`src/design/source_tokenizer_assert.svh`:
```
// assertion macros shared by the tokenizer modules
`ifndef SOURCE_TOKENIZER_ASSERT_SVH
`define SOURCE_TOKENIZER_ASSERT_SVH

// property that must hold at every clock edge out of reset
`define STOK_ASSERT(label, prop, msg) \
    label: assert property (@(posedge clk) disable iff (!rst_n) (prop)) else $error(msg);

// consequence in the cycle after the antecedent
`define STOK_ASSERT_NEXT(label, ante, cons, msg) \
    label: assert property (@(posedge clk) disable iff (!rst_n) (ante) |=> (cons)) \
        else $error(msg);

`endif

```
`src/design/stok_pkg.sv`:
```
// types and constants shared by the tokenizer modules
package stok_pkg;

    localparam int MAX_RESULTS = 4;
    localparam int RES_IDX_W   = 2;
    localparam int RES_COUNT_W = 3;

    typedef struct packed {
        logic [7:0] source_byte;
        logic       byte_present;
        logic       end_of_source;
    } source_item_t;

    typedef struct packed {
        logic [4:0]  token_kind;
        logic [15:0] token_line;
        logic [15:0] token_column;
        logic [7:0]  value_byte;
        logic        value_valid;
        logic        token_done;
        logic [15:0] token_length;
        logic [2:0]  error_code;
        logic        last;
    } result_t;

    typedef struct packed {
        logic [RES_COUNT_W-1:0]          count;
        result_t [MAX_RESULTS-1:0]       recs;
    } bundle_t;

endpackage

```
`src/design/source_tokenizer.sv`:
```
// source tokenizer top level: lexer front, bundle queue and result back
//
//   channel   handshake           payload
//   source    push / full         source_item_t: byte, present flag, end flag
//   token     empty / pop         result_t: one value or token record
//   cfg       cfg_valid/cfg_ready cfg_data: start_line
//
// the front takes one source item per cycle while full is low and writes all of its results
// (up to four) into the bundle queue as one entry in the same cycle
// the back gives one result per cycle while pop is high, so an item with k results
// holds the result side for k pops; full rises when QUEUE_DEPTH bundles wait
// reset: line count 2, column 1; a cfg transfer reloads the line count
// after an error record, items are still taken but give no results until reset
module source_tokenizer #(
    parameter int POSITION_WIDTH = 16,
    parameter int QUEUE_DEPTH    = 4
) (
    input  logic                   clk,
    input  logic                   rst_n,
    input  logic                   push,
    output logic                   full,
    input  stok_pkg::source_item_t source,
    output logic                   empty,
    input  logic                   pop,
    output stok_pkg::result_t      token,
    input  logic                   cfg_valid,
    output logic                   cfg_ready,
    input  logic [15:0]            cfg_data
);

    logic              wr_en;
    logic              rd_en;
    logic              nonempty;
    stok_pkg::bundle_t wr_bundle;
    stok_pkg::bundle_t rd_bundle;

    assign cfg_ready = 1'b1;

    stok_front #(
        .POSITION_WIDTH (POSITION_WIDTH)
    ) u_front (
        .clk       (clk),
        .rst_n     (rst_n),
        .push      (push),
        .source    (source),
        .full      (full),
        .cfg_valid (cfg_valid),
        .cfg_data  (cfg_data),
        .wr_en     (wr_en),
        .bundle    (wr_bundle)
    );

    stok_queue #(
        .DEPTH (QUEUE_DEPTH)
    ) u_queue (
        .clk      (clk),
        .rst_n    (rst_n),
        .wr_en    (wr_en),
        .wr_data  (wr_bundle),
        .full     (full),
        .rd_en    (rd_en),
        .rd_data  (rd_bundle),
        .nonempty (nonempty)
    );

    stok_back u_back (
        .clk      (clk),
        .rst_n    (rst_n),
        .nonempty (nonempty),
        .rd_data  (rd_bundle),
        .rd_en    (rd_en),
        .pop      (pop),
        .empty    (empty),
        .token    (token)
    );

endmodule

```
`src/design/stok_front.sv`:
```
// lexer front: classifies each source byte and builds the bundle of results it causes
`include "source_tokenizer_assert.svh"

module stok_front #(
    parameter int POSITION_WIDTH = 16
) (
    input  logic                  clk,
    input  logic                  rst_n,
    input  logic                  push,
    input  stok_pkg::source_item_t source,
    input  logic                  full,
    input  logic                  cfg_valid,
    input  logic [15:0]           cfg_data,
    output logic                  wr_en,
    output stok_pkg::bundle_t     bundle
);

    localparam int PW = POSITION_WIDTH;
    localparam int XW = (PW > 16) ? PW : 16;

    localparam logic [3:0] MODE_IDLE    = 4'd0;
    localparam logic [3:0] MODE_IDENT   = 4'd1;
    localparam logic [3:0] MODE_NUMBER  = 4'd2;
    localparam logic [3:0] MODE_STRING  = 4'd3;
    localparam logic [3:0] MODE_COMMENT = 4'd4;
    localparam logic [3:0] MODE_SLASH   = 4'd5;
    localparam logic [3:0] MODE_EQ      = 4'd6;
    localparam logic [3:0] MODE_LT      = 4'd7;
    localparam logic [3:0] MODE_GT      = 4'd8;
    localparam logic [3:0] MODE_BANG    = 4'd9;
    localparam logic [3:0] MODE_PLUS    = 4'd10;
    localparam logic [3:0] MODE_MINUS   = 4'd11;
    localparam logic [3:0] MODE_STAR    = 4'd12;
    localparam logic [3:0] MODE_HALT    = 4'd13;

    localparam logic [4:0] KIND_EOF    = 5'd0;
    localparam logic [4:0] KIND_NUM    = 5'd1;
    localparam logic [4:0] KIND_STR    = 5'd2;
    localparam logic [4:0] KIND_ID     = 5'd3;
    localparam logic [4:0] KIND_LPAREN = 5'd4;
    localparam logic [4:0] KIND_RPAREN = 5'd5;
    localparam logic [4:0] KIND_LBRACK = 5'd6;
    localparam logic [4:0] KIND_RBRACK = 5'd7;
    localparam logic [4:0] KIND_LBRACE = 5'd8;
    localparam logic [4:0] KIND_RBRACE = 5'd9;
    localparam logic [4:0] KIND_SEMI   = 5'd10;
    localparam logic [4:0] KIND_COMMA  = 5'd11;
    localparam logic [4:0] KIND_COLON  = 5'd12;
    localparam logic [4:0] KIND_EQEQ   = 5'd13;
    localparam logic [4:0] KIND_LE     = 5'd14;
    localparam logic [4:0] KIND_LT     = 5'd15;
    localparam logic [4:0] KIND_GE     = 5'd16;
    localparam logic [4:0] KIND_GT     = 5'd17;
    localparam logic [4:0] KIND_NE     = 5'd18;
    localparam logic [4:0] KIND_ASSIGN = 5'd19;
    localparam logic [4:0] KIND_PLUS   = 5'd20;
    localparam logic [4:0] KIND_PLUSEQ = 5'd21;
    localparam logic [4:0] KIND_MINUS  = 5'd22;
    localparam logic [4:0] KIND_MINEQ  = 5'd23;
    localparam logic [4:0] KIND_STAR   = 5'd24;
    localparam logic [4:0] KIND_STAREQ = 5'd25;
    localparam logic [4:0] KIND_DIV    = 5'd26;
    localparam logic [4:0] KIND_ERR    = 5'd27;
    localparam logic [4:0] KIND_NONE   = 5'd0;

    localparam logic [2:0] ERR_NONE       = 3'd0;
    localparam logic [2:0] ERR_UNEXPECTED = 3'd1;
    localparam logic [2:0] ERR_BANG       = 3'd2;
    localparam logic [2:0] ERR_STR_NL     = 3'd3;
    localparam logic [2:0] ERR_STR_OPEN   = 3'd4;

    localparam logic [7:0] CH_TAB    = 8'h09;
    localparam logic [7:0] CH_NL     = 8'h0A;
    localparam logic [7:0] CH_CR     = 8'h0D;
    localparam logic [7:0] CH_SPACE  = 8'h20;
    localparam logic [7:0] CH_BANG   = 8'h21;
    localparam logic [7:0] CH_QUOTE  = 8'h22;
    localparam logic [7:0] CH_LPAREN = 8'h28;
    localparam logic [7:0] CH_RPAREN = 8'h29;
    localparam logic [7:0] CH_STAR   = 8'h2A;
    localparam logic [7:0] CH_PLUS   = 8'h2B;
    localparam logic [7:0] CH_COMMA  = 8'h2C;
    localparam logic [7:0] CH_MINUS  = 8'h2D;
    localparam logic [7:0] CH_SLASH  = 8'h2F;
    localparam logic [7:0] CH_COLON  = 8'h3A;
    localparam logic [7:0] CH_SEMI   = 8'h3B;
    localparam logic [7:0] CH_LT     = 8'h3C;
    localparam logic [7:0] CH_EQ     = 8'h3D;
    localparam logic [7:0] CH_GT     = 8'h3E;
    localparam logic [7:0] CH_LBRACK = 8'h5B;
    localparam logic [7:0] CH_RBRACK = 8'h5D;
    localparam logic [7:0] CH_US     = 8'h5F;
    localparam logic [7:0] CH_LBRACE = 8'h7B;
    localparam logic [7:0] CH_RBRACE = 8'h7D;

    localparam logic [15:0] LEN_MAX          = 16'hFFFF;
    localparam logic [15:0] START_LINE_RESET = 16'd2;

    logic [3:0]    mode_reg, mode_next;
    logic [PW-1:0] line_reg, line_next;
    logic [PW-1:0] col_reg, col_next;
    logic [PW-1:0] tline_reg, tline_next;
    logic [PW-1:0] tcol_reg, tcol_next;
    logic [15:0]   vlen_reg, vlen_next;

    logic                                    accept;
    logic                                    to_idle;
    logic [7:0]                              b;
    logic [4:0]                              pk;
    logic [4:0]                              run_kind;
    logic [stok_pkg::RES_COUNT_W-1:0]        nres;
    logic [stok_pkg::RES_COUNT_W-1:0]        lastpos;
    stok_pkg::result_t [stok_pkg::MAX_RESULTS-1:0] recs;

    function automatic logic is_alpha(input logic [7:0] c);
        return (c >= 8'h61 && c <= 8'h7A) || (c >= 8'h41 && c <= 8'h5A) || c == CH_US;
    endfunction

    function automatic logic is_digit(input logic [7:0] c);
        return c >= 8'h30 && c <= 8'h39;
    endfunction

    function automatic logic [4:0] punct_kind(input logic [7:0] c);
        logic [4:0] k;
        unique case (c)
            CH_LPAREN: k = KIND_LPAREN;
            CH_RPAREN: k = KIND_RPAREN;
            CH_LBRACK: k = KIND_LBRACK;
            CH_RBRACK: k = KIND_RBRACK;
            CH_LBRACE: k = KIND_LBRACE;
            CH_RBRACE: k = KIND_RBRACE;
            CH_SEMI:   k = KIND_SEMI;
            CH_COMMA:  k = KIND_COMMA;
            CH_COLON:  k = KIND_COLON;
            default:   k = KIND_NONE;
        endcase
        return k;
    endfunction

    function automatic logic [4:0] op_single(input logic [3:0] m);
        logic [4:0] k;
        unique case (m)
            MODE_EQ:    k = KIND_ASSIGN;
            MODE_LT:    k = KIND_LT;
            MODE_GT:    k = KIND_GT;
            MODE_PLUS:  k = KIND_PLUS;
            MODE_MINUS: k = KIND_MINUS;
            MODE_STAR:  k = KIND_STAR;
            default:    k = KIND_NONE;
        endcase
        return k;
    endfunction

    function automatic logic [4:0] op_double(input logic [3:0] m);
        logic [4:0] k;
        unique case (m)
            MODE_EQ:    k = KIND_EQEQ;
            MODE_LT:    k = KIND_LE;
            MODE_GT:    k = KIND_GE;
            MODE_BANG:  k = KIND_NE;
            MODE_PLUS:  k = KIND_PLUSEQ;
            MODE_MINUS: k = KIND_MINEQ;
            MODE_STAR:  k = KIND_STAREQ;
            default:    k = KIND_NONE;
        endcase
        return k;
    endfunction

    function automatic logic [PW-1:0] pos_inc(input logic [PW-1:0] v);
        return (v == {PW{1'b1}}) ? v : v + PW'(1);
    endfunction

    function automatic logic [15:0] len_inc(input logic [15:0] v);
        return (v == LEN_MAX) ? v : v + 16'd1;
    endfunction

    function automatic logic [PW-1:0] pos_load(input logic [15:0] v);
        logic [XW-1:0] e;
        e = XW'(v);
        if (e > XW'({PW{1'b1}}))
        begin
            return {PW{1'b1}};
        end
        return PW'(e);
    endfunction

    function automatic logic [15:0] clip16(input logic [PW-1:0] v);
        logic [XW-1:0] e;
        e = XW'(v);
        if (e > XW'(LEN_MAX))
        begin
            return LEN_MAX;
        end
        return e[15:0];
    endfunction

    function automatic stok_pkg::result_t mk(
        input logic [4:0]    kind,
        input logic [PW-1:0] ln,
        input logic [PW-1:0] cl,
        input logic [7:0]    vb,
        input logic          vv,
        input logic          done,
        input logic [15:0]   len,
        input logic [2:0]    err
    );
        stok_pkg::result_t r;
        r.token_kind   = kind;
        r.token_line   = clip16(ln);
        r.token_column = clip16(cl);
        r.value_byte   = vb;
        r.value_valid  = vv;
        r.token_done   = done;
        r.token_length = len;
        r.error_code   = err;
        r.last         = 1'b0;
        return r;
    endfunction

    assign accept   = push && !full;
    assign b        = source.source_byte;
    assign run_kind = (mode_reg == MODE_IDENT) ? KIND_ID : KIND_NUM;
    assign pk       = punct_kind(b);

    always_comb
    begin
        mode_next  = mode_reg;
        line_next  = line_reg;
        col_next   = col_reg;
        tline_next = tline_reg;
        tcol_next  = tcol_reg;
        vlen_next  = vlen_reg;
        recs       = '0;
        nres       = '0;
        to_idle    = 1'b0;
        lastpos    = '0;

        if (accept && mode_reg != MODE_HALT)
        begin
            if (source.byte_present)
            begin
                // pending token or lookahead first
                unique case (mode_reg)
                    MODE_IDENT, MODE_NUMBER:
                    begin
                        if (is_digit(b) || (mode_reg == MODE_IDENT && is_alpha(b)))
                        begin
                            vlen_next = len_inc(vlen_next);
                            recs[nres[stok_pkg::RES_IDX_W-1:0]] = mk(run_kind, tline_next,
                                tcol_next, b, 1'b1, 1'b0, 16'd0, ERR_NONE);
                            nres = nres + 3'd1;
                            col_next = pos_inc(col_next);
                        end
                        else
                        begin
                            recs[nres[stok_pkg::RES_IDX_W-1:0]] = mk(run_kind, tline_next,
                                tcol_next, 8'd0, 1'b0, 1'b1, vlen_next, ERR_NONE);
                            nres = nres + 3'd1;
                            to_idle = 1'b1;
                        end
                    end
                    MODE_STRING:
                    begin
                        if (b == CH_QUOTE)
                        begin
                            recs[nres[stok_pkg::RES_IDX_W-1:0]] = mk(KIND_STR, tline_next,
                                tcol_next, 8'd0, 1'b0, 1'b1, vlen_next, ERR_NONE);
                            nres = nres + 3'd1;
                            mode_next = MODE_IDLE;
                            col_next = pos_inc(col_next);
                        end
                        else if (b == CH_NL)
                        begin
                            recs[nres[stok_pkg::RES_IDX_W-1:0]] = mk(KIND_ERR, line_next,
                                col_next, 8'd0, 1'b0, 1'b1, 16'd0, ERR_STR_NL);
                            nres = nres + 3'd1;
                            mode_next = MODE_HALT;
                        end
                        else
                        begin
                            vlen_next = len_inc(vlen_next);
                            recs[nres[stok_pkg::RES_IDX_W-1:0]] = mk(KIND_STR, tline_next,
                                tcol_next, b, 1'b1, 1'b0, 16'd0, ERR_NONE);
                            nres = nres + 3'd1;
                            col_next = pos_inc(col_next);
                        end
                    end
                    MODE_COMMENT:
                    begin
                        if (b != CH_NL)
                        begin
                            col_next = pos_inc(col_next);
                        end
                        else
                        begin
                            to_idle = 1'b1;
                        end
                    end
                    MODE_SLASH:
                    begin
                        if (b == CH_SLASH)
                        begin
                            mode_next = MODE_COMMENT;
                            col_next = pos_inc(col_next);
                        end
                        else
                        begin
                            recs[nres[stok_pkg::RES_IDX_W-1:0]] = mk(KIND_DIV, tline_next,
                                tcol_next, 8'd0, 1'b0, 1'b1, 16'd1, ERR_NONE);
                            nres = nres + 3'd1;
                            to_idle = 1'b1;
                        end
                    end
                    MODE_EQ, MODE_LT, MODE_GT, MODE_BANG, MODE_PLUS, MODE_MINUS, MODE_STAR:
                    begin
                        if (b == CH_EQ)
                        begin
                            recs[nres[stok_pkg::RES_IDX_W-1:0]] = mk(op_double(mode_reg),
                                tline_next, tcol_next, 8'd0, 1'b0, 1'b1, 16'd2, ERR_NONE);
                            nres = nres + 3'd1;
                            mode_next = MODE_IDLE;
                            col_next = pos_inc(col_next);
                        end
                        else if (mode_reg == MODE_BANG)
                        begin
                            recs[nres[stok_pkg::RES_IDX_W-1:0]] = mk(KIND_ERR, tline_next,
                                tcol_next, 8'd0, 1'b0, 1'b1, 16'd0, ERR_BANG);
                            nres = nres + 3'd1;
                            mode_next = MODE_HALT;
                        end
                        else
                        begin
                            recs[nres[stok_pkg::RES_IDX_W-1:0]] = mk(op_single(mode_reg),
                                tline_next, tcol_next, 8'd0, 1'b0, 1'b1, 16'd1, ERR_NONE);
                            nres = nres + 3'd1;
                            to_idle = 1'b1;
                        end
                    end
                    default:
                    begin
                        to_idle = 1'b1;
                    end
                endcase

                // byte starts fresh
                if (to_idle)
                begin
                    mode_next = MODE_IDLE;
                    priority if (b == CH_NL)
                    begin
                        line_next = pos_inc(line_next);
                        col_next  = PW'(1);
                    end
                    else if (b == CH_CR)
                    begin
                        col_next = PW'(1);
                    end
                    else if (b == CH_SPACE || b == CH_TAB)
                    begin
                        col_next = pos_inc(col_next);
                    end
                    else
                    begin
                        tline_next = line_next;
                        tcol_next  = col_next;
                        vlen_next  = 16'd0;
                        priority if (is_alpha(b) || is_digit(b))
                        begin
                            mode_next = is_alpha(b) ? MODE_IDENT : MODE_NUMBER;
                            vlen_next = 16'd1;
                            recs[nres[stok_pkg::RES_IDX_W-1:0]] = mk(
                                is_alpha(b) ? KIND_ID : KIND_NUM, tline_next, tcol_next,
                                b, 1'b1, 1'b0, 16'd0, ERR_NONE);
                            nres = nres + 3'd1;
                        end
                        else if (b == CH_QUOTE) mode_next = MODE_STRING;
                        else if (b == CH_SLASH) mode_next = MODE_SLASH;
                        else if (b == CH_EQ)    mode_next = MODE_EQ;
                        else if (b == CH_LT)    mode_next = MODE_LT;
                        else if (b == CH_GT)    mode_next = MODE_GT;
                        else if (b == CH_BANG)  mode_next = MODE_BANG;
                        else if (b == CH_PLUS)  mode_next = MODE_PLUS;
                        else if (b == CH_MINUS) mode_next = MODE_MINUS;
                        else if (b == CH_STAR)  mode_next = MODE_STAR;
                        else if (pk == KIND_NONE)
                        begin
                            recs[nres[stok_pkg::RES_IDX_W-1:0]] = mk(KIND_ERR, line_next,
                                col_next, 8'd0, 1'b0, 1'b1, 16'd0, ERR_UNEXPECTED);
                            nres = nres + 3'd1;
                            mode_next = MODE_HALT;
                        end
                        else
                        begin
                            recs[nres[stok_pkg::RES_IDX_W-1:0]] = mk(pk, tline_next,
                                tcol_next, 8'd0, 1'b0, 1'b1, 16'd1, ERR_NONE);
                            nres = nres + 3'd1;
                        end
                        if (mode_next != MODE_HALT)
                        begin
                            col_next = pos_inc(col_next);
                        end
                    end
                end
            end

            // end of source closes what is pending
            if (source.end_of_source && mode_next != MODE_HALT)
            begin
                unique case (mode_next)
                    MODE_IDENT, MODE_NUMBER:
                    begin
                        recs[nres[stok_pkg::RES_IDX_W-1:0]] = mk(
                            (mode_next == MODE_IDENT) ? KIND_ID : KIND_NUM, tline_next,
                            tcol_next, 8'd0, 1'b0, 1'b1, vlen_next, ERR_NONE);
                        nres = nres + 3'd1;
                    end
                    MODE_STRING:
                    begin
                        recs[nres[stok_pkg::RES_IDX_W-1:0]] = mk(KIND_ERR, tline_next,
                            tcol_next, 8'd0, 1'b0, 1'b1, 16'd0, ERR_STR_OPEN);
                        nres = nres + 3'd1;
                        mode_next = MODE_HALT;
                    end
                    MODE_BANG:
                    begin
                        recs[nres[stok_pkg::RES_IDX_W-1:0]] = mk(KIND_ERR, tline_next,
                            tcol_next, 8'd0, 1'b0, 1'b1, 16'd0, ERR_BANG);
                        nres = nres + 3'd1;
                        mode_next = MODE_HALT;
                    end
                    MODE_SLASH:
                    begin
                        recs[nres[stok_pkg::RES_IDX_W-1:0]] = mk(KIND_DIV, tline_next,
                            tcol_next, 8'd0, 1'b0, 1'b1, 16'd1, ERR_NONE);
                        nres = nres + 3'd1;
                    end
                    MODE_EQ, MODE_LT, MODE_GT, MODE_PLUS, MODE_MINUS, MODE_STAR:
                    begin
                        recs[nres[stok_pkg::RES_IDX_W-1:0]] = mk(op_single(mode_next),
                            tline_next, tcol_next, 8'd0, 1'b0, 1'b1, 16'd1, ERR_NONE);
                        nres = nres + 3'd1;
                    end
                    default:
                    begin
                    end
                endcase
                if (mode_next != MODE_HALT)
                begin
                    recs[nres[stok_pkg::RES_IDX_W-1:0]] = mk(KIND_EOF, line_next, col_next,
                        8'd0, 1'b0, 1'b1, 16'd0, ERR_NONE);
                    nres = nres + 3'd1;
                    mode_next = MODE_IDLE;
                end
            end

            if (nres != '0)
            begin
                lastpos = nres - 3'd1;
                recs[lastpos[stok_pkg::RES_IDX_W-1:0]].last = 1'b1;
            end
        end

        if (cfg_valid)
        begin
            line_next = pos_load(cfg_data);
        end
    end

    assign wr_en        = accept && (nres != '0);
    assign bundle.count = nres;
    assign bundle.recs  = recs;

    always_ff @(posedge clk or negedge rst_n)
    begin
        if (!rst_n)
        begin
            mode_reg  <= MODE_IDLE;
            line_reg  <= pos_load(START_LINE_RESET);
            col_reg   <= PW'(1);
            tline_reg <= '0;
            tcol_reg  <= '0;
            vlen_reg  <= '0;
        end
        else
        begin
            mode_reg  <= mode_next;
            line_reg  <= line_next;
            col_reg   <= col_next;
            tline_reg <= tline_next;
            tcol_reg  <= tcol_next;
            vlen_reg  <= vlen_next;
        end
    end

    `STOK_ASSERT_NEXT(halt_sticky, mode_reg == MODE_HALT && !cfg_valid, mode_reg == MODE_HALT, "lexer left halt without reset")
    `STOK_ASSERT(bundle_count_ok, !wr_en || (bundle.count != '0 && bundle.count <= 3'd4), "bad bundle count")

endmodule

```
`src/design/stok_queue.sv`:
```
// short bundle queue between lexer front and result back
`include "source_tokenizer_assert.svh"

module stok_queue #(
    parameter int DEPTH = 4
) (
    input  logic              clk,
    input  logic              rst_n,
    input  logic              wr_en,
    input  stok_pkg::bundle_t wr_data,
    output logic              full,
    input  logic              rd_en,
    output stok_pkg::bundle_t rd_data,
    output logic              nonempty
);

    localparam int AW = (DEPTH > 1) ? $clog2(DEPTH) : 1;
    localparam int CW = $clog2(DEPTH + 1);

    stok_pkg::bundle_t mem_reg [DEPTH];
    logic [AW-1:0] wptr_reg, wptr_next;
    logic [AW-1:0] rptr_reg, rptr_next;
    logic [CW-1:0] count_reg, count_next;

    function automatic logic [AW-1:0] ptr_adv(input logic [AW-1:0] p);
        return (p == AW'(DEPTH - 1)) ? '0 : p + AW'(1);
    endfunction

    assign full     = (count_reg == CW'(DEPTH));
    assign nonempty = (count_reg != '0);
    assign rd_data  = mem_reg[rptr_reg];

    always_comb
    begin
        wptr_next  = wr_en ? ptr_adv(wptr_reg) : wptr_reg;
        rptr_next  = rd_en ? ptr_adv(rptr_reg) : rptr_reg;
        count_next = count_reg;
        if (wr_en && !rd_en)
        begin
            count_next = count_reg + CW'(1);
        end
        else if (rd_en && !wr_en)
        begin
            count_next = count_reg - CW'(1);
        end
    end

    always_ff @(posedge clk or negedge rst_n)
    begin
        if (!rst_n)
        begin
            wptr_reg  <= '0;
            rptr_reg  <= '0;
            count_reg <= '0;
        end
        else
        begin
            wptr_reg  <= wptr_next;
            rptr_reg  <= rptr_next;
            count_reg <= count_next;
        end
    end

    always_ff @(posedge clk)
    begin
        if (wr_en)
        begin
            mem_reg[wptr_reg] <= wr_data;
        end
    end

    `STOK_ASSERT(no_overrun, !(wr_en && full) && !(rd_en && !nonempty), "queue overrun or underrun")

endmodule

```
`src/design/stok_back.sv`:
```
// result back: hands out the records of each bundle one transfer at a time
`include "source_tokenizer_assert.svh"

module stok_back (
    input  logic              clk,
    input  logic              rst_n,
    input  logic              nonempty,
    input  stok_pkg::bundle_t rd_data,
    output logic              rd_en,
    input  logic              pop,
    output logic              empty,
    output stok_pkg::result_t token
);

    stok_pkg::bundle_t                  cur_reg;
    logic                               valid_reg, valid_next;
    logic [stok_pkg::RES_IDX_W-1:0]     idx_reg, idx_next;
    logic                               at_end;
    logic                               taken;

    assign empty  = !valid_reg;
    assign token  = cur_reg.recs[idx_reg];
    assign taken  = pop && valid_reg;
    assign at_end = ({1'b0, idx_reg} == cur_reg.count - 3'd1);
    assign rd_en  = nonempty && (!valid_reg || (taken && at_end));

    always_comb
    begin
        valid_next = valid_reg;
        idx_next   = idx_reg;
        if (rd_en)
        begin
            valid_next = 1'b1;
            idx_next   = '0;
        end
        else if (taken && at_end)
        begin
            valid_next = 1'b0;
            idx_next   = '0;
        end
        else if (taken)
        begin
            idx_next = idx_reg + 2'd1;
        end
    end

    always_ff @(posedge clk or negedge rst_n)
    begin
        if (!rst_n)
        begin
            valid_reg <= 1'b0;
            idx_reg   <= '0;
        end
        else
        begin
            valid_reg <= valid_next;
            idx_reg   <= idx_next;
        end
    end

    always_ff @(posedge clk)
    begin
        if (rd_en)
        begin
            cur_reg <= rd_data;
        end
    end

    `STOK_ASSERT(idx_in_bundle, !valid_reg || ({1'b0, idx_reg} < cur_reg.count), "record index past bundle")
    `STOK_ASSERT_NEXT(idx_steps, taken && !at_end, valid_reg && idx_reg == $past(idx_reg) + 2'd1, "record index did not step")

endmodule
```
`config.mk`:
```
export PLATFORM = sky130hd
export DESIGN_NAME = source_tokenizer
export DESIGN_NICKNAME = d
export VERILOG_FILES = /design/src/design/stok_pkg.sv /design/src/design/source_tokenizer.sv /design/src/design/stok_front.sv /design/src/design/stok_queue.sv /design/src/design/stok_back.sv
export VERILOG_INCLUDE_DIRS = /design/src /design/src/design
export SDC_FILE = /design/constraint.sdc
export NUM_CORES = 2
export LEC_CHECK = 0
export BUFFER_PORTS_ARGS = -buffer_cell sky130_fd_sc_hd__buf_2
export CAP_MARGIN = 5
export CORE_MARGIN = 2
export CORE_UTILIZATION = 59
export CTS_CLUSTER_DIAMETER = 40
export CTS_CLUSTER_SIZE = 30
export DETAILED_ROUTE_END_ITERATION = 6
export PLACE_DENSITY = 0.82
export REMOVE_ABC_BUFFERS = 1
export SYNTH_ARGS = -nofsm -noshare
export SYNTH_HDL_FRONTEND = slang
export SYNTH_SLANG_ARGS = --single-unit
```
`constraint.sdc`:
```
create_clock -name clk -period 19.55 [get_ports clk]
set_clock_uncertainty 0.15 [all_clocks]
set_input_delay 0 -clock clk [delete_from_list [all_inputs] [get_ports clk]]
set_output_delay 0 -clock clk [all_outputs]
set_load 0.02 [all_outputs]
```
# Word-level counts from Yosys, hierarchy flattened
# Memories as Yosys holds them, arrays and structs flattened. A register that Yosys moved wholly into a read port is not among the register bits.
# Cells that the tools add are included.
[totals] input_bits=31 latchBits=0 output_inout_bits=70 ram_bits=1084 elab_cells=720 mem_bits_ro=0 mem_count=1 register_bits=94
[classes] div=0 n_reduce_logical=42 n_eq_ne=59 multipliers=0 n_bitwise=0 n_shift=0 magnitude_cmp=25 mux=568 n_addsub=14
[mem_list] memory="u_queue.mem_reg" depth=4 word_bits=271 rd=1 rd_clocked_by_memory_dff=1 write_ports=1 line="stok_queue.sv:20" text="stok_pkg::bundle_t mem_reg [DEPTH];"
[op_table] operator="268-bit 2-to-1 mux" count=24
[op_table] operator="16-bit 2-to-1 mux" count=211
[op_table] operator="268-bit bitwise mux" count=10
[op_table] operator="268-bit case mux with 5 select lines" count=1
[op_table] operator="67-bit 2-to-1 mux" count=11
[op_table] operator="67-bit demux with 2-bit select" count=4
[op_table] operator="67-bit case mux with 4 select lines" count=1
[op_table] operator="1-bit 2-to-1 mux" count=223
[op_table] operator="16-bit greater-than comparator (second input constant)" count=10
[op_table] operator="67-bit binary-select mux with 2-bit select" count=1
[op_table] operator="4-bit 2-to-1 mux" count=33
[op_table] operator="8-bit by 6-bit == test with 1-bit output (second input constant)" count=15
[op_table] operator="3-bit 2-to-1 mux" count=27
[op_table] operator="16-bit case mux with 5 select lines" count=1
[op_table] operator="16-bit by 1-bit adder with 16-bit output (second input constant)" count=4
[op_table] operator="16-bit == test (second input constant)" count=4
[op_table] operator="62-bit 2-to-1 mux" count=1
[op_table] operator="5-bit case mux with 6 select lines" count=2
[op_table] operator="4-bit == test (second input constant)" count=10
[op_table] operator="8-bit by 7-bit == test with 1-bit output (second input constant)" count=5
[op_table] operator="4-bit case mux with 9 select lines" count=1
[op_table] operator="5-bit case mux with 7 select lines" count=1
[op_table] operator="16-bit case mux with 2 select lines" count=1
[op_table] operator="4-bit by 3-bit == test with 1-bit output (second input constant)" count=7
[op_table] operator="other kinds (34)" count=100

# Longest topological paths before layout
[logic_depth] depth_word=76 mapped_depth=27 mapped_depth_nobuf=25

# By module
# Synthesis repeated with hierarchy kept, for this count alone.
[hier_totals] hier_cells=3837 area_unflattened_um2=63043.0
[by_module_without_submodules] mod="stok_queue" area_each_um2=39809.4 cells_per_inst=1453 n_inst=1 seq_area_each_um2=32726.4
[by_module_without_submodules] mod="stok_front" area_each_um2=13236.4 cells_per_inst=2006 n_inst=1 seq_area_each_um2=2104.5
[by_module_without_submodules] mod="stok_back" area_each_um2=9985.8 cells_per_inst=376 n_inst=1 seq_area_each_um2=8212.9
[by_module_without_submodules] mod="source_tokenizer" area_each_um2=11.3 cells_per_inst=2 n_inst=1 seq_area_each_um2=0.0

# Least setup slack after synthesis
# No wires, ideal clock.
[synth_path] path_type="input -> register" start="in source[8] (netlist name)" end="mem u_queue.mem_reg[0][0] (netlist name), enable pin" t_required_ns=18.501 arrival_ns=15.093 setup_slack_ns=3.408 path_stages=21 n_path_buf=2 setup_ns=0.899 cell_sequence="buf_2 -> or4b_1 -> buf_2 -> nor3_1 -> nor2_1 -> o21ai_0 -> inv_1 -> ha_1 -> a22oi_1 -> nor2_1 -> o21ai_0 -> ha_1 -> nand2_1 -> o21ai_0 -> ha_1 -> a21boi_0 -> o221ai_1 -> nand4_2 -> o21ai_2 -> a211oi_4 -> nor2b_1"
[synth_lines] element="from (decl)" line="source_tokenizer.sv:22" text="input stok_pkg::source_item_t source,"
[synth_lines] element="to (decl)" line="stok_queue.sv:20"

==> out/results.ini <==
[sta]
hold_viol_final = 0
fin_setup_tns_ns = 0
fin_crit_ns = 10.33
setup_viol = 0
slew_viol_final = 0
slew_headroom_pct = 13.4
rsz0062_at_grt = false
worst_pin_slew_ns = 1.29
fin_crit_sh_pct = 52.8
fmax_mhz = 96.8

[setup_path]
max_stage_delay_ns = 0.83
slowest_stage = nand4_2
worstPathArrival_ns = 10.59
startpoint_type = register
cp_data_required_time_ns = 19.82
crit_path_cell_trace = nor2b_1 -> o2111ai_1 -> o21a_2 -> a211o_1 -> buf_4 -> and3_2 -> a21oi_2 -> a211oi_1 -> nor2_1 -> xor2_1 -> inv_1 -> ha_1 -> a21boi_0 -> o221ai_1 -> nand4_2 -> o21ai_2 -> a211oi_4 -> nor2b_4 -> buf_4 -> buf_4 -> buf_4 -> buf_4
reg2reg_from = u_front.mode_reg[0]
crit_start = u_front.mode_reg[0]
cp_max_fo = 58
end_kind = register
path_common_cell = buf_4
path_class = reg2reg

[floorplanning]
fp.coreArea_um2 = 98400
start_util_pct = 59.6
dieArea_um2 = 102000
placementRows = 115
die_h_um = 319
pin_count = 101
die_w_um = 319

[yosys]
synthCells = 3746
synth_top_family_by_area = multiplexers
ys.flop_type = edfxtp_1
synthSimpleGateAreaFrac_pct = 7.45
ys.warnings.count = 0
synth_edf_count = 1255
ys_seq_area_share_pct = 68.2
synth_compound_area_share_pct = 8.29
synthArstFlopShare_pct = 6.97
synthDistinctLibCells = 111
avgSynthCellArea_um2 = 15.7
ys_ff_latch = 1349
synthAdderAreaFrac_pct = 0.461
synth_area_um2 = 58700
synthMuxAreaShare_pct = 12.8
synth_xor_area_share_pct = 0.612

[layout]
area_growth_pct = 13.2
largest_register_ffs = 1004
fin_area_um2 = 66400
final_nets = 3945
final_core_util_pct = 67.5
drive_gt1_share_pct = 20.9
num-fill-cells = 6323

[detailed_routing]
avgRoutedWirePerCell_um = 30.6
antenna_violating_nets_post_route = 0
wl_mm = 162
vias_per_cell = 7.00
drtIter0Drc = 6430
vias = 37100
drtPass1Iterations = 7
remaining_drc_errors = 159

[global_route]
grt_pass1_wl_mm = 239
grt_max_degree = 127
grt_busiest_layer = met2
antenna_found_initial = 4
grtUsageMet1_pct = 41.5
grt_util_met2_pct = 50.7
track_usage_pct = 31.9
met3_usage_pct = 7.69
grt_pass1_vias = 36600
overflow = 0

[hold_path]
hp-class = in2reg
hp-start = cfg_valid

[run_status]
outcome = finished with violations
violations = DRC

[cts]
cts_setup_buffers = 0
clkSinkCount = 1349
clk_latency_ns = 0.78
cts_resized = 0
tritoncts = yes
cts_max_level = 4
path_clk_slew_ns = 0.08
clock_path_buffers = 3
clockRootBuffer = clkbuf_16
cts_buffers = 144

[placed_design]
place_area_um2 = 60500
gp_congestion = 1.01
post-dp-hpwl_mm = 95.4
port_buffers = 99

[power]
clock_power_share_pct = 24.3
switching_share_pct = 38.2
seqPwrFrac_pct = 39.9
p_total_uw = 11800
p_leak_uw = 0.0220
combinationalPowerShare_pct = 35.8
peakVddDrop_uv = 110
p_int_uw = 7280
switchingPower_uw = 4490
powerDensity_nw_per_um2 = 177

[job]
cap_violations = 0

area by class of cell:
type,instances,area [µm²],area share [%]
Timing Repair Buffer,259,1940,2.92
Clock inverter,111,1480,2.22
Antenna cell,1,2.50,0.00377
Clock buffer,152,3630,5.47
Inverter,52,203,0.305
Multi-Input combinational cell,2087,17500,26.4
Sequential cell,1349,40100,60.3
Tap cell,1287,1610,2.42
what timing repair did:
action,CTS,global route
setup endpoints to repair,0,0
hold buffers,80,0
endpoints found under the hold margin,242,0
power groups by stage:
stage	registers, µW	logic, µW	clock network (µW)
final	4700	4210	2860
after global routing	4750	4400	3000
after CTS	4690	4120	2890
after detailed placement	4700	4040	0
after global placement	4640	3960	0
after floorplan	5050	2790	0
layer usage:
| layer | wire length, µm | vias up |
|---|---|---|
| met5 | 73 | - |
| met4 | 9570 | 10 |
| met3 | 16800 | 710 |
| met2 | 77200 | 2660 |
| met1 | 58400 | 18500 |
| li1 | - | 15300 |
through the flow:
step,setup WS [ns],hold WS (ns),instances
after global placement,9.60,-0.0117,4954
after floorplan,1.16,-0.446,3488
after CTS,9.44,0.0483,5297
final,9.22,0.0985,5298
after global routing,8.77,0.136,5297
after detailed placement,9.52,-0.0101,4954
worst max-delay path: cells and delay by family (launching register included):
kind / cells / cell delay [ns]
adder cells (fa/ha/maj): 1 / 0.26
XOR/XNOR: 1 / 0.32
flip-flops: 1 / 0.69
AO/OA/AOI/OAI: 9 / 2.88
buffers and inverters: 6 / 3.07
AND/OR/NAND/NOR: 5 / 2.43
worst paths after layout:
kind / end / slack, ns / cells after the start
setup / recovery: u_queue.mem_reg[1][243] / 9.22 / 22
hold / removal: u_front.line_reg[15] / 0.1 / 3
max in group asynchronous: u_front.tline_reg[3] / 18.27 / 4
min in group asynchronous: u_front.col_reg[0] / 0.24 / 3
hold reg to reg: u_front.tcol_reg[3] / 0.37 / 2
setup reg to reg: u_queue.mem_reg[1][243] / 9.22 / 22
cells in the final DEF, fill, tap and decap left out, types with 15 or more instances in the layout:
| cell type | n |
|---|---|
| and2_1 | 32 |
| mux4_2 | 308 |
| a21oi_1 | 193 |
| nand2b_1 | 16 |
| a22oi_1 | 35 |
| mux2_2 | 15 |
| nand4_1 | 16 |
| inv_1 | 51 |
| buf_2 | 98 |
| or3_1 | 18 |
| a211oi_1 | 48 |
| mux2i_1 | 36 |
| inv_6 | 23 |
| clkbuf_16 | 144 |
| ha_1 | 20 |
| xor2_1 | 21 |
| o22ai_1 | 60 |
| dfrtp_1 | 88 |
| nand2_1 | 296 |
| nand3_1 | 53 |
| dlygate4sd3_1 | 79 |
| xnor2_1 | 20 |
| clkinv_8 | 18 |
| a31oi_1 | 21 |
| buf_4 | 79 |
| nor4_1 | 18 |
| edfxtp_1 | 1255 |
| nor3_1 | 66 |
| and3_1 | 29 |
| o21ai_0 | 168 |
| nor2_1 | 276 |
| clkinv_4 | 16 |
synthesized netlist by cell type, drive strengths merged (18+ instances only):
cell,instances,area [µm²]
xor2,21,184
o22ai,60,375
inv,52,195
ha,20,250
a22oi,35,263
o21ai,176,892
nand2,297,1120
mux2,18,206
nor4,23,184
a31oi,22,138
mux2i,37,374
and2,32,200
dfrtp,92,2300
a21oi,198,1000
mux4,308,6940
buf,95,430
nor2,280,1050
clkbuf,166,623
xnor2,20,175
and3,30,188
nand3,54,275
a211oi,52,420
nand4,18,125
or3,18,113
nor3,72,380
edfxtp,1255,37700
logic make-up (layout without fill, tap and decap cells):
logic type	Yosys count	after routing
DFF	1349	1349
other	2	6
xor gates and xnor gates	41	41
adders and majority gates	21	21
muxes	363	363
AOI/OAI and AO/OA	740	740
and+or+nand+nor	917	917
buffers and inverters	313	574
No activity file was read; power rests on OpenSTA's default activity.
